--- config.mk ---
export PLATFORM = sky130hd
export DESIGN_NAME = dwarf_encoded_value_decoder
export DESIGN_NICKNAME = d
export VERILOG_FILES = /design/src/hdl/dev_pkg.sv /design/src/hdl/dev_decode_core.sv /design/src/hdl/dwarf_encoded_value_decoder.sv
export SDC_FILE = /design/constraint.sdc
export NUM_CORES = 1
export LEC_CHECK = 0
export ABC_CLOCK_PERIOD_IN_PS = 10000
export BUFFER_PORTS_ARGS = -buffer_cell sky130_fd_sc_hd__buf_2
export CAP_MARGIN = 20
export CORE_UTILIZATION = 50
export CTS_CLUSTER_SIZE = 14
export DETAILED_ROUTE_END_ITERATION = 12
export GPL_TIMING_DRIVEN = 0
export PLACE_DENSITY = 0.67
export SYNTH_ARGS = -nofsm -noshare
export SYNTH_HDL_FRONTEND = slang
export SYNTH_SLANG_ARGS = --single-unit
--- constraint.sdc ---
create_clock -name clk -period 10 [get_ports clk]
set_clock_uncertainty 0.2 [all_clocks]
set_input_delay 1.5 -clock clk [delete_from_list [all_inputs] [get_ports clk]]
set_output_delay 1.5 -clock clk [all_outputs]
set_load 0.01 [all_outputs]
--- src/hdl/dev_pkg.sv ---
// Shared types, constants and format decode for the encoded value decoder.
// Used by dev_decode_core and the top level dwarf_encoded_value_decoder.
package dev_pkg;

	localparam int VALUE_WIDTH = 64;
	localparam logic [63:0] VALUE_MASK = {64{1'b1}} >> (64 - VALUE_WIDTH);

	localparam logic [7:0] ENC_OMIT = 8'hFF;

	// low nibble of the encoding byte
	localparam logic [3:0] FMT_ABSPTR  = 4'h0;
	localparam logic [3:0] FMT_ULEB128 = 4'h1;
	localparam logic [3:0] FMT_UDATA2  = 4'h2;
	localparam logic [3:0] FMT_UDATA4  = 4'h3;
	localparam logic [3:0] FMT_UDATA8  = 4'h4;
	localparam logic [3:0] FMT_SLEB128 = 4'h9;
	localparam logic [3:0] FMT_SDATA2  = 4'hA;
	localparam logic [3:0] FMT_SDATA4  = 4'hB;
	localparam logic [3:0] FMT_SDATA8  = 4'hC;

	// bits 6:4 of the encoding byte
	localparam logic [2:0] REL_ABS = 3'd0;
	localparam logic [2:0] REL_PC  = 3'd1;

	localparam logic [1:0] ST_OK        = 2'd0;
	localparam logic [1:0] ST_BAD_FMT   = 2'd1;
	localparam logic [1:0] ST_BAD_REL   = 2'd2;
	localparam logic [1:0] ST_INDIRECT  = 2'd3;

	localparam logic IDX_ENCODING = 1'b0;
	localparam logic IDX_BASE     = 1'b1;

	localparam logic [3:0] BYTES_MAX = 4'd15;
	localparam logic [6:0] LEB_STEP  = 7'd7;

	typedef struct packed {
		logic       supported;
		logic       is_leb;
		logic       is_signed;
		logic [3:0] need;
	} fmt_info_t;

	typedef struct packed {
		logic        we;
		logic        index;
		logic [63:0] data;
	} cfg_write_t;

	typedef struct packed {
		logic        valid;
		logic [63:0] value;
		logic [1:0]  status;
	} result_t;

	function automatic fmt_info_t decode_fmt(input logic [3:0] fmt);
		fmt_info_t info;
		info = '{supported: 1'b1, is_leb: 1'b0, is_signed: 1'b0, need: 4'd0};
		case (fmt)
			FMT_ABSPTR:  info.need = 4'(VALUE_WIDTH / 8);
			FMT_ULEB128: info.is_leb = 1'b1;
			FMT_SLEB128: begin
				info.is_leb = 1'b1;
				info.is_signed = 1'b1;
			end
			FMT_UDATA2:  info.need = 4'd2;
			FMT_UDATA4:  info.need = 4'd4;
			FMT_UDATA8:  info.need = 4'd8;
			FMT_SDATA2:  begin
				info.need = 4'd2;
				info.is_signed = 1'b1;
			end
			FMT_SDATA4:  begin
				info.need = 4'd4;
				info.is_signed = 1'b1;
			end
			FMT_SDATA8:  begin
				info.need = 4'd8;
				info.is_signed = 1'b1;
			end
			default:     info.supported = 1'b0;
		endcase
		return info;
	endfunction

endpackage

--- src/hdl/dev_decode_core.sv ---
// Decode state and one-byte-per-step accumulation for the encoded value decoder.
// Holds the configuration registers and stream counters; depends on dev_pkg.
module dev_decode_core
	import dev_pkg::*;
(
	input  logic       clk,
	input  logic       arst_n,
	input  cfg_write_t cfg,
	input  logic       step,
	input  logic [7:0] byte_in,
	output result_t    res
);

	logic [7:0]  encoding_q;
	logic [63:0] acc_q;
	logic [6:0]  shift_q;
	logic [3:0]  bytes_q;
	logic [63:0] stream_pos_q;
	logic [63:0] start_pos_q;  // stream position of the value's first byte
	logic [63:0] base_pos_q;   // base address + stream position
	logic [63:0] start_base_q; // base address + offset of the value's first byte

	fmt_info_t   info;
	logic        omit;
	logic [63:0] acc_n;
	logic [6:0]  shift_n;
	logic [3:0]  bytes_n;
	logic [3:0]  bytes_inc;
	logic        done;
	logic [63:0] start_base;
	logic [63:0] acc_m;
	logic [2:0]  rel;

	assign info = decode_fmt(encoding_q[3:0]);
	assign omit = (encoding_q == ENC_OMIT);
	assign rel = encoding_q[6:4];
	assign bytes_inc = (bytes_q < BYTES_MAX) ? bytes_q + 4'd1 : bytes_q;
	assign start_base = (bytes_q == 4'd0) ? base_pos_q : start_base_q;

	always_comb begin
		acc_n = acc_q;
		shift_n = shift_q;
		bytes_n = bytes_inc;
		done = 1'b0;
		if (info.is_leb) begin
			if (!shift_q[6]) begin
				acc_n = acc_q | (64'({1'b0, byte_in[6:0]}) << shift_q[5:0]);
				shift_n = shift_q + LEB_STEP;
			end
			if (!byte_in[7]) begin
				done = 1'b1;
				if (info.is_signed && byte_in[6] && (shift_n < 7'(VALUE_WIDTH)))
					acc_n = acc_n | ({64{1'b1}} << shift_n);
			end
		end else begin
			if (!bytes_q[3])
				acc_n = acc_q | (64'(byte_in) << {bytes_q[2:0], 3'b000});
			if (bytes_inc >= info.need) begin
				done = 1'b1;
				if (info.is_signed) begin
					if (info.need == 4'd2 && acc_n[15])
						acc_n = acc_n | ({64{1'b1}} << 16);
					else if (info.need == 4'd4 && acc_n[31])
						acc_n = acc_n | ({64{1'b1}} << 32);
				end
			end
		end
	end

	assign acc_m = acc_n & VALUE_MASK;

	always_comb begin
		res.valid = step && !omit && (!info.supported || done);
		res.value = 64'd0;
		res.status = ST_OK;
		if (!info.supported) begin
			res.status = ST_BAD_FMT;
		end else if (rel != REL_ABS && rel != REL_PC) begin
			res.status = ST_BAD_REL;
		end else if (encoding_q[7]) begin
			res.status = ST_INDIRECT;
		end else if (rel == REL_PC) begin
			res.value = (acc_m + start_base) & VALUE_MASK;
		end else begin
			res.value = acc_m;
		end
	end

	always_ff @(posedge clk or negedge arst_n) begin
		if (!arst_n) begin
			encoding_q <= ENC_OMIT;
			acc_q <= '0;
			shift_q <= '0;
			bytes_q <= '0;
			stream_pos_q <= '0;
			start_pos_q <= '0;
			base_pos_q <= '0;
			start_base_q <= '0;
		end else if (cfg.we) begin
			if (cfg.index == IDX_ENCODING) begin
				encoding_q <= cfg.data[7:0];
				acc_q <= '0;
				shift_q <= '0;
				bytes_q <= '0;
			end else begin
				// rebase both sums so a value already under way sees the new base
				base_pos_q <= cfg.data + stream_pos_q;
				start_base_q <= cfg.data + start_pos_q;
			end
		end else if (step) begin
			stream_pos_q <= stream_pos_q + 64'd1;
			base_pos_q <= base_pos_q + 64'd1;
			if (bytes_q == 4'd0) begin
				start_base_q <= base_pos_q;
				start_pos_q <= stream_pos_q;
			end
			// drop partial state on omit, bad format or a finished value
			if (omit || !info.supported || done) begin
				acc_q <= '0;
				shift_q <= '0;
				bytes_q <= '0;
			end else begin
				acc_q <= acc_n;
				shift_q <= shift_n;
				bytes_q <= bytes_n;
			end
		end
	end

	assert property (@(posedge clk) disable iff (!arst_n)
		omit |-> !res.valid)
		else $error("result produced under omit encoding");

	assert property (@(posedge clk) disable iff (!arst_n)
		step && res.valid && !cfg.we |=> bytes_q == 4'd0 && acc_q == 64'd0)
		else $error("partial state not cleared after a result");

	assert property (@(posedge clk) disable iff (!arst_n)
		res.valid && res.status != ST_OK |-> res.value == 64'd0)
		else $error("error result carries a nonzero value");

endmodule

--- src/hdl/dwarf_encoded_value_decoder.sv ---
// Top level of the encoded value decoder: input register, output register and ports.
// Depends on dev_pkg and dev_decode_core.
//
// Usage:
//   Bytes of the encoded stream enter on the s_axis channel, one per beat.
//   Each finished value leaves on the m_axis channel as one beat carrying the
//   64-bit value and a 2-bit status. Bytes of an unfinished value, and all
//   bytes under the omit encoding, produce no beat.
//   The cfg port writes the encoding byte (index 0) or the stream base
//   address (index 1); write only while no byte is in flight. Writing the
//   encoding drops any partial value.
//   Path: a byte accepted from s_axis lands in the input register; the value
//   it completes is registered in the output register once that register is
//   free, and m_axis_tvalid then rises.
//   Throughput: one byte per cycle unless m_axis stalls, set by the combinational
//   accumulate and relative add between the input and output registers.
//   Reset: encoding is omit, base address and stream position are zero, both
//   registers are empty.
//   Stall: while m_axis_tready is low and a result is pending, the input
//   register holds one byte and s_axis_tready drops until the result leaves.
module dwarf_encoded_value_decoder
	import dev_pkg::*;
(
	input  logic        clk,
	input  logic        arst_n,
	input  logic        s_axis_tvalid,
	output logic        s_axis_tready,
	input  logic [7:0]  s_axis_tdata,  // [7:0] stream_byte
	output logic        m_axis_tvalid,
	input  logic        m_axis_tready,
	output logic [71:0] m_axis_tdata,  // [63:0] decoded_value, [65:64] decode_status, zero pad
	input  logic        cfg_we,
	input  logic        cfg_index,
	input  logic [63:0] cfg_data
);

	logic        in_valid_s1;
	logic [7:0]  in_byte_s1;
	logic        adv;
	logic        out_valid_q;
	logic [63:0] out_value_q;
	logic [1:0]  out_status_q;
	cfg_write_t  cfg;
	result_t     res;

	assign cfg = '{we: cfg_we, index: cfg_index, data: cfg_data};
	assign adv = in_valid_s1 && (!out_valid_q || m_axis_tready);
	assign s_axis_tready = !in_valid_s1 || adv;

	dev_decode_core u_core (
		.clk     (clk),
		.arst_n  (arst_n),
		.cfg     (cfg),
		.step    (adv),
		.byte_in (in_byte_s1),
		.res     (res)
	);

	always_ff @(posedge clk or negedge arst_n) begin
		if (!arst_n) begin
			in_valid_s1 <= 1'b0;
		end else if (s_axis_tready) begin
			in_valid_s1 <= s_axis_tvalid;
		end
	end

	always_ff @(posedge clk) begin
		if (s_axis_tready && s_axis_tvalid)
			in_byte_s1 <= s_axis_tdata;
	end

	always_ff @(posedge clk or negedge arst_n) begin
		if (!arst_n) begin
			out_valid_q <= 1'b0;
		end else if (adv && res.valid) begin
			out_valid_q <= 1'b1;
		end else if (m_axis_tready) begin
			out_valid_q <= 1'b0;
		end
	end

	always_ff @(posedge clk) begin
		if (adv && res.valid) begin
			out_value_q <= res.value;
			out_status_q <= res.status;
		end
	end

	assign m_axis_tvalid = out_valid_q;
	assign m_axis_tdata = {6'd0, out_status_q, out_value_q};

	assert property (@(posedge clk) disable iff (!arst_n)
		in_valid_s1 && out_valid_q && !m_axis_tready |-> !s_axis_tready)
		else $error("input taken while the result register is blocked");

	assert property (@(posedge clk) disable iff (!arst_n)
		in_valid_s1 && !adv |=> in_valid_s1 && $stable(in_byte_s1))
		else $error("held input byte lost or changed");

	assert property (@(posedge clk) disable iff (!arst_n)
		adv && res.valid |=> m_axis_tvalid)
		else $error("result not registered");

endmodule
Word level (Yosys, flattened, before mapping) --
Index checks and enable logic that the tools add are counted.
Cells by class: $add $sub $neg 7, magnitude comparators 3, equality and inequality tests 15, shift operators 3, muxes and demuxes 46, bitwise logic cells 6, reductions and logical operators 38
Operators by type and width (number):
- $mux 64 | 23
- $add 64x64->64 | 3
- $or 64x64->64 | 3
- $add 64x1->64 const B | 2
- $shl 64x7->64 const A | 1
- $shl 7x6->64 | 1
- $shl 8x6->64 | 1
- $mux 7 | 7
- $mux 4 | 5
- $eq 4x4->1 const B | 4
- $eq 4x2->1 const B | 3
- $pmux 4 s3 | 1
- $logic_and 1x1->1 | 10
- $reduce_or 9->1 | 1
- $eq 4x3->1 const B | 2
- $eq 8x8->1 const B | 1
- $logic_not 4->1 | 2
- $mux 1 | 8
- $reduce_and 2->1 | 4
- $add 7x3->7 const B | 1
- $lt 7x7->1 const B | 1
- $reduce_and 3->1 | 2
- $reduce_bool 3->1 | 2
- $reduce_or 2->1 | 3
- 15 further kinds | 27
Storage, ports and cells: register bits 415, word-level logic and storage cells 131

Longest topological paths before layout --
word-level depth 13, depth in mapped cells 26

By module --
From an unflattened synthesis, not the netlist that was laid out.
Second synthesis, totals: cells, all modules 3966, area total of the unflattened synthesis 33150.5 um^2
By module, submodules not included:
- dev_decode_core | times used 1, cells each 3875, area each 30770.8 um^2, sequential area each 8493.1 um^2
- dwarf_encoded_value_decoder | times used 1, cells each 91, area each 2379.8 um^2, sequential area each 2272.2 um^2

Worst setup path before layout --
OpenSTA, ideal clock, no wires.
kind reg-to-reg, from register u_core.bytes_q[0], to register out_valid_q, in the netlist m_axis_tvalid, library setup time 0.093 ns, arrival time 6.940 ns, setup slack 2.767 ns, cell stages (with the launch flop) 12, period minus slack after synthesis 7.233 ns, cell sequence dfrtp_1 clkbuf_1 inv_1 ha_1 mux2i_1 ha_1 inv_1 o211ai_1 a21oi_1 o21ba_2 nor3_1 or2_2
Between the ends: cells in the longest elaborated chain, start to end 9, elaborated cells between the ends (all ways) 11
RTL lines:
- start: declaration | line dev_decode_core.sv:17 | logic [3:0] bytes_q;
- start signal: assignment | line dev_decode_core.sv:125 | bytes_q <= bytes_n;
- $add 4x1->4 or $lt 4x4->1 (tied branches) | line dev_decode_core.sv:37 | assign bytes_inc = (bytes_q < BYTES_MAX) ? bytes_q + 4'd1 : bytes_q;
- $mux 4 (*) | line dev_decode_core.sv:37
- $ge 4x4->1 (*) | line dev_decode_core.sv:58 | if (bytes_inc >= info.need) begin
- $mux 1 (*) | line dev_decode_core.sv:58
- $mux 1 (*) | line dev_decode_core.sv:45 | if (info.is_leb) begin
- $logic_or 1x1->1 (*) | line dev_decode_core.sv:73 | res.valid = step && !omit && (!info.supported || done);
- $logic_and 1x1->1 (*) | line dev_decode_core.sv:73
- $logic_and 1x1->1 (*) | line dwarf_encoded_value_decoder.sv:75 | end else if (adv && res.valid) begin
- $mux 1 or $reduce_bool 2->1 (tied branches)
- end signal: assignment | line dwarf_encoded_value_decoder.sv:74 | out_valid_q <= 1'b0;
- end signal: assignment | line dwarf_encoded_value_decoder.sv:76 | out_valid_q <= 1'b1;
- end signal: assignment | line dwarf_encoded_value_decoder.sv:78 | out_valid_q <= 1'b0;
- end: declaration | line dwarf_encoded_value_decoder.sv:40 | logic out_valid_q;
Every way passes the cells marked *; elsewhere a longest branch is shown, timed or not. A chain may end at the register's enable or synchronous reset.

Worst setup path in the final report --
from register u_core.shift_q[1], to register out_value_q[63], data pin
Between the ends: cells in the longest elaborated chain, start to end 10, elaborated cells between the ends (all ways) 16
RTL lines:
- start: declaration | line dev_decode_core.sv:16 | logic [6:0] shift_q;
- start signal: assignment | line dev_decode_core.sv:124 | shift_q <= shift_n;
- $add 7x3->7 or $shl 7x6->64 (tied branches) | line dev_decode_core.sv:48, dev_decode_core.sv:47
- $mux 7 or $or 64x64->64 (tied branches) | line dev_decode_core.sv:46, dev_decode_core.sv:47
- $mux 7 or $mux 64 (tied branches) | line dev_decode_core.sv:45, dev_decode_core.sv:46
- $shl 64x7->64 (tied with other cells) | line dev_decode_core.sv:53 | acc_n = acc_n | ({64{1'b1}} << shift_n);
- $or 64x64->64 or $logic_and 1x1->1 (tied branches) | line dev_decode_core.sv:53, dev_decode_core.sv:52
- $mux 64 | line dev_decode_core.sv:52 | if (info.is_signed && byte_in[6] && (shift_n < 7'(VALUE_WIDTH)))
- $mux 64 (*) | line dev_decode_core.sv:50 | if (!byte_in[7]) begin
- $mux 64 (*) | line dev_decode_core.sv:45
- $add 64x64->64 | line dev_decode_core.sv:83 | res.value = (acc_m + start_base) & VALUE_MASK;
- $mux 64 (*) | line dev_decode_core.sv:82 | end else if (rel == REL_PC) begin
- end signal: assignment | line dwarf_encoded_value_decoder.sv:84 | out_value_q <= res.value;
- end: declaration | line dwarf_encoded_value_decoder.sv:41 | logic [63:0] out_value_q;
Every way passes the cells marked *; elsewhere a longest branch is shown, timed or not. The select of a mux whose other input is x is not followed.

==> results.cfg <==
[status]
status = finished clean

[finish]
post-route-util_pct = 56.5
nets = 4447
areaGrowthSynthToFinish_pct = 11.3
stdcell_count = 5065
drive_above_1_share_pct = 10.5
final_cell_mix = a21oi_1 (445), nand2_1 (420), nor2_1 (375), dfrtp_1 (333), o21ai_0 (210)
final_common_cell = a21oi_1
diodes = 0

[worst_setup_path]
cp_max_fo = 10
path_class = flip-flop to flip-flop
cp.arrival_ns = 8.23
cp.required_ns = 10.17
end_kind = flip-flop
cp-start-kind = flip-flop
reg2regPathDepth = 22

[global_route]
antenna_found_initial = 2
grt_max_degree = 102
grt_pass1_vias = 30800
grt_use_total_pct = 37.7
overflow = 0
grt_pass1_wl_mm = 191

[die]
num_rows = 93
coreArea_um2 = 64700
die_w_um = 258
start_util_pct = 50.7
ios = 152
die_area_um2 = 66700
die_h_um = 258

[logic_synthesis]
synth_edf_count = 74
synth_flop_cell = dfrtp_1
netlist_area_um2 = 32800
netlist.top_cell.by_area = dfrtp_1
ys_seq_area_share_pct = 32.8
yosysTopAreaCellShare_pct = 25.4
syn_inst = 3954
ys_types = 98
syn-mean-instance-area_um2 = 8.30
synth.area.top_cells = dfrtp_1 (25%), ha_1 (7.5%), a21oi_1 (6.8%)
ys_ff_latch = 415
yosysWarnings = 0
async_reset_ff_share_pct = 82.2

[timing]
drv_slew = 0
finalCritPeriodShare_pct = 80.6
slew-limit-headroom_pct = 15.8
rsz0062_at_grt = no
finalWorstPathRequiredPeriod_ns = 8.06
setup_violations = 0
tightestPinTransition_ns = 1.26
finalHoldViolations = 0
clock.fmax_mhz = 124
fin_ws_ns = 1.94
holdWs_ns = 0.272

[route]
drc = 0
first_pass_iters = 6
vias = 32300
drtIter0Drc = 3292
routed_wl_mm = 128
post_drt_wl_per_cell_um = 25.2
routed_via_density = 6.37
antenna_left = 0

[clock_tree]
hold_buffers = 0
clk_latency_ns = 0.62
clk_pin_slew_ns = 0.06
cts_setup_buffers = 0
cts_buffers = 51
clock-root-buffer = clkbuf_16
cts_tree = yes
clkSinkCount = 415
post_cts_resized = 0
clk_path_buf_depth = 3
cts-htree-levels = 2

[power_and_ir_drop]
powerDensity_nw_per_um2 = 188
leakagePower_nw = 16.3
vdd_drop_max_mv = 0.129

[worst_hold_path]
holdPathStages = 1
worstHoldPathType = flip-flop to flip-flop

[placed_design]
gp_congestion = 1.09
io_buffers = 143
dp_slack_ns = 2.22
dp_hpwl_mm = 102
place_inst = 4970

[job]
maxCapViolations = 0
cells in the mapped netlist (all sizes together) (37+ instances only):
library cell / n
xnor2: 154
dfrtp: 333
edfxtp: 74
o21bai: 37
clkbuf: 173
nor2: 376
nand2: 421
a21oi: 446
nand2b: 43
o21ai: 236
nor3: 83
inv: 136
buf: 40
and3: 45
a211oi: 51
a31oi: 56
a21o: 104
nand3: 91
o22ai: 61
xor2: 95
nand4: 74
mux2: 141
ha: 197
mux2i: 41
flip-flops by register name (all words and copies together) (netlist names), 4 cells and up:
signal	count
u_core.shift_q	7
u_core.base_pos_q	64
in_byte_s1	8
u_core.bytes_q	4
u_core.encoding_q	8
u_core.start_pos_q	64
u_core.start_base_q	64
u_core.stream_pos_q	64
u_core.acc_q	64
out_value_q	64
per-layer routing:
| layer | routed length, µm | track usage [%] |
|---|---|---|
| met1 | 53100 | 49.2 |
| met5 | 21 | 0 |
| met4 | 8110 | 21.0 |
| met3 | 9400 | 5.21 |
| met2 | 57100 | 60.2 |
where the power goes:
group | internal (mW) | switching [mW]
clock | 1.12 | 0.802
combinational | 1.01 | 1.77
sequential | 1.98 | 0.197
path summary, 6_finish.rpt:
| kind | startpoint | end | slack [ns] |
|---|---|---|---|
| max reg2reg | u_core.shift_q[1]$_DFFE_PN0P_ | out_value_q[63]$_SDFFCE_PP0P_ | 1.94 |
| max in group asynchronous | arst_n | u_core.stream_pos_q[54]$_DFFE_PN0P_ | 7.53 |
| min reg2reg | u_core.start_base_q[33]$_DFFE_PN0P_ | u_core.start_base_q[33]$_DFFE_PN0P_ | 0.27 |
| min in group asynchronous | arst_n | u_core.shift_q[0]$_DFFE_PN0P_ | 0.65 |
| min | u_core.start_base_q[33]$_DFFE_PN0P_ | u_core.start_base_q[33]$_DFFE_PN0P_ | 0.27 |
| max | u_core.shift_q[1]$_DFFE_PN0P_ | out_value_q[63]$_SDFFCE_PP0P_ | 1.94 |
metrics by stage:
stage | setup TNS (ns) | cell area [µm²] | power (mW)
2_1_floorplan | 0 | 32800 | 4.05
3_3_place_gp | -0.00153 | 34600 | 4.87
3_5_place_dp | 0 | 34800 | 4.89
4_1_cts | 0 | 36500 | 6.82
5_1_grt | 0 | 36500 | 7.21
6_report | 0 | 36500 | 6.88
final cells by class:
type	count	area, µm²
Clock buffer	67	1410
Timing Repair Buffer	157	911
Inverter	137	514
Clock inverter	27	303
Multi-Input combinational cell	3194	20700
Buffer	213	835
Fill cell	6274	28200
Tap cell	855	1070
Sequential cell	415	10800
cell families (layout without fill, tap and decap cells):
logic type      count (synthesis)  count (layout)  synth area share, %
fa+ha+maj                     200             200                 7.69
simple gates                 1284            1284                 18.1
buf+inv                       350             601                 4.11
flops                         415             415                 32.8
xor+xnor                      249             249                 6.64
compound gates               1271            1271                 24.4
other cells                     1               6               0.0114
mux                           184             184                 6.22
critical path, cell delays in order (launching register included):
cell and delay (ns):
dfrtp_1 0.40, clkbuf_1 0.25, inv_1 0.21, ha_1 0.24, nand2b_1 0.13, a31oi_1 0.42, nand4_1 0.74, nor2_1 0.50
clkbuf_1 0.53, o21ai_0 0.25, o311ai_0 0.38, a21oi_1 0.32, inv_1 0.13, ha_1 0.13, clkbuf_1 0.25, nand2_1 0.13
nor4_1 0.38, nand4_1 0.29, a211oi_1 0.47, o21ai_0 0.25, a41oi_1 0.59, mux2i_1 0.18, o31ai_1 0.41
(Power assumes the default switching activity.)
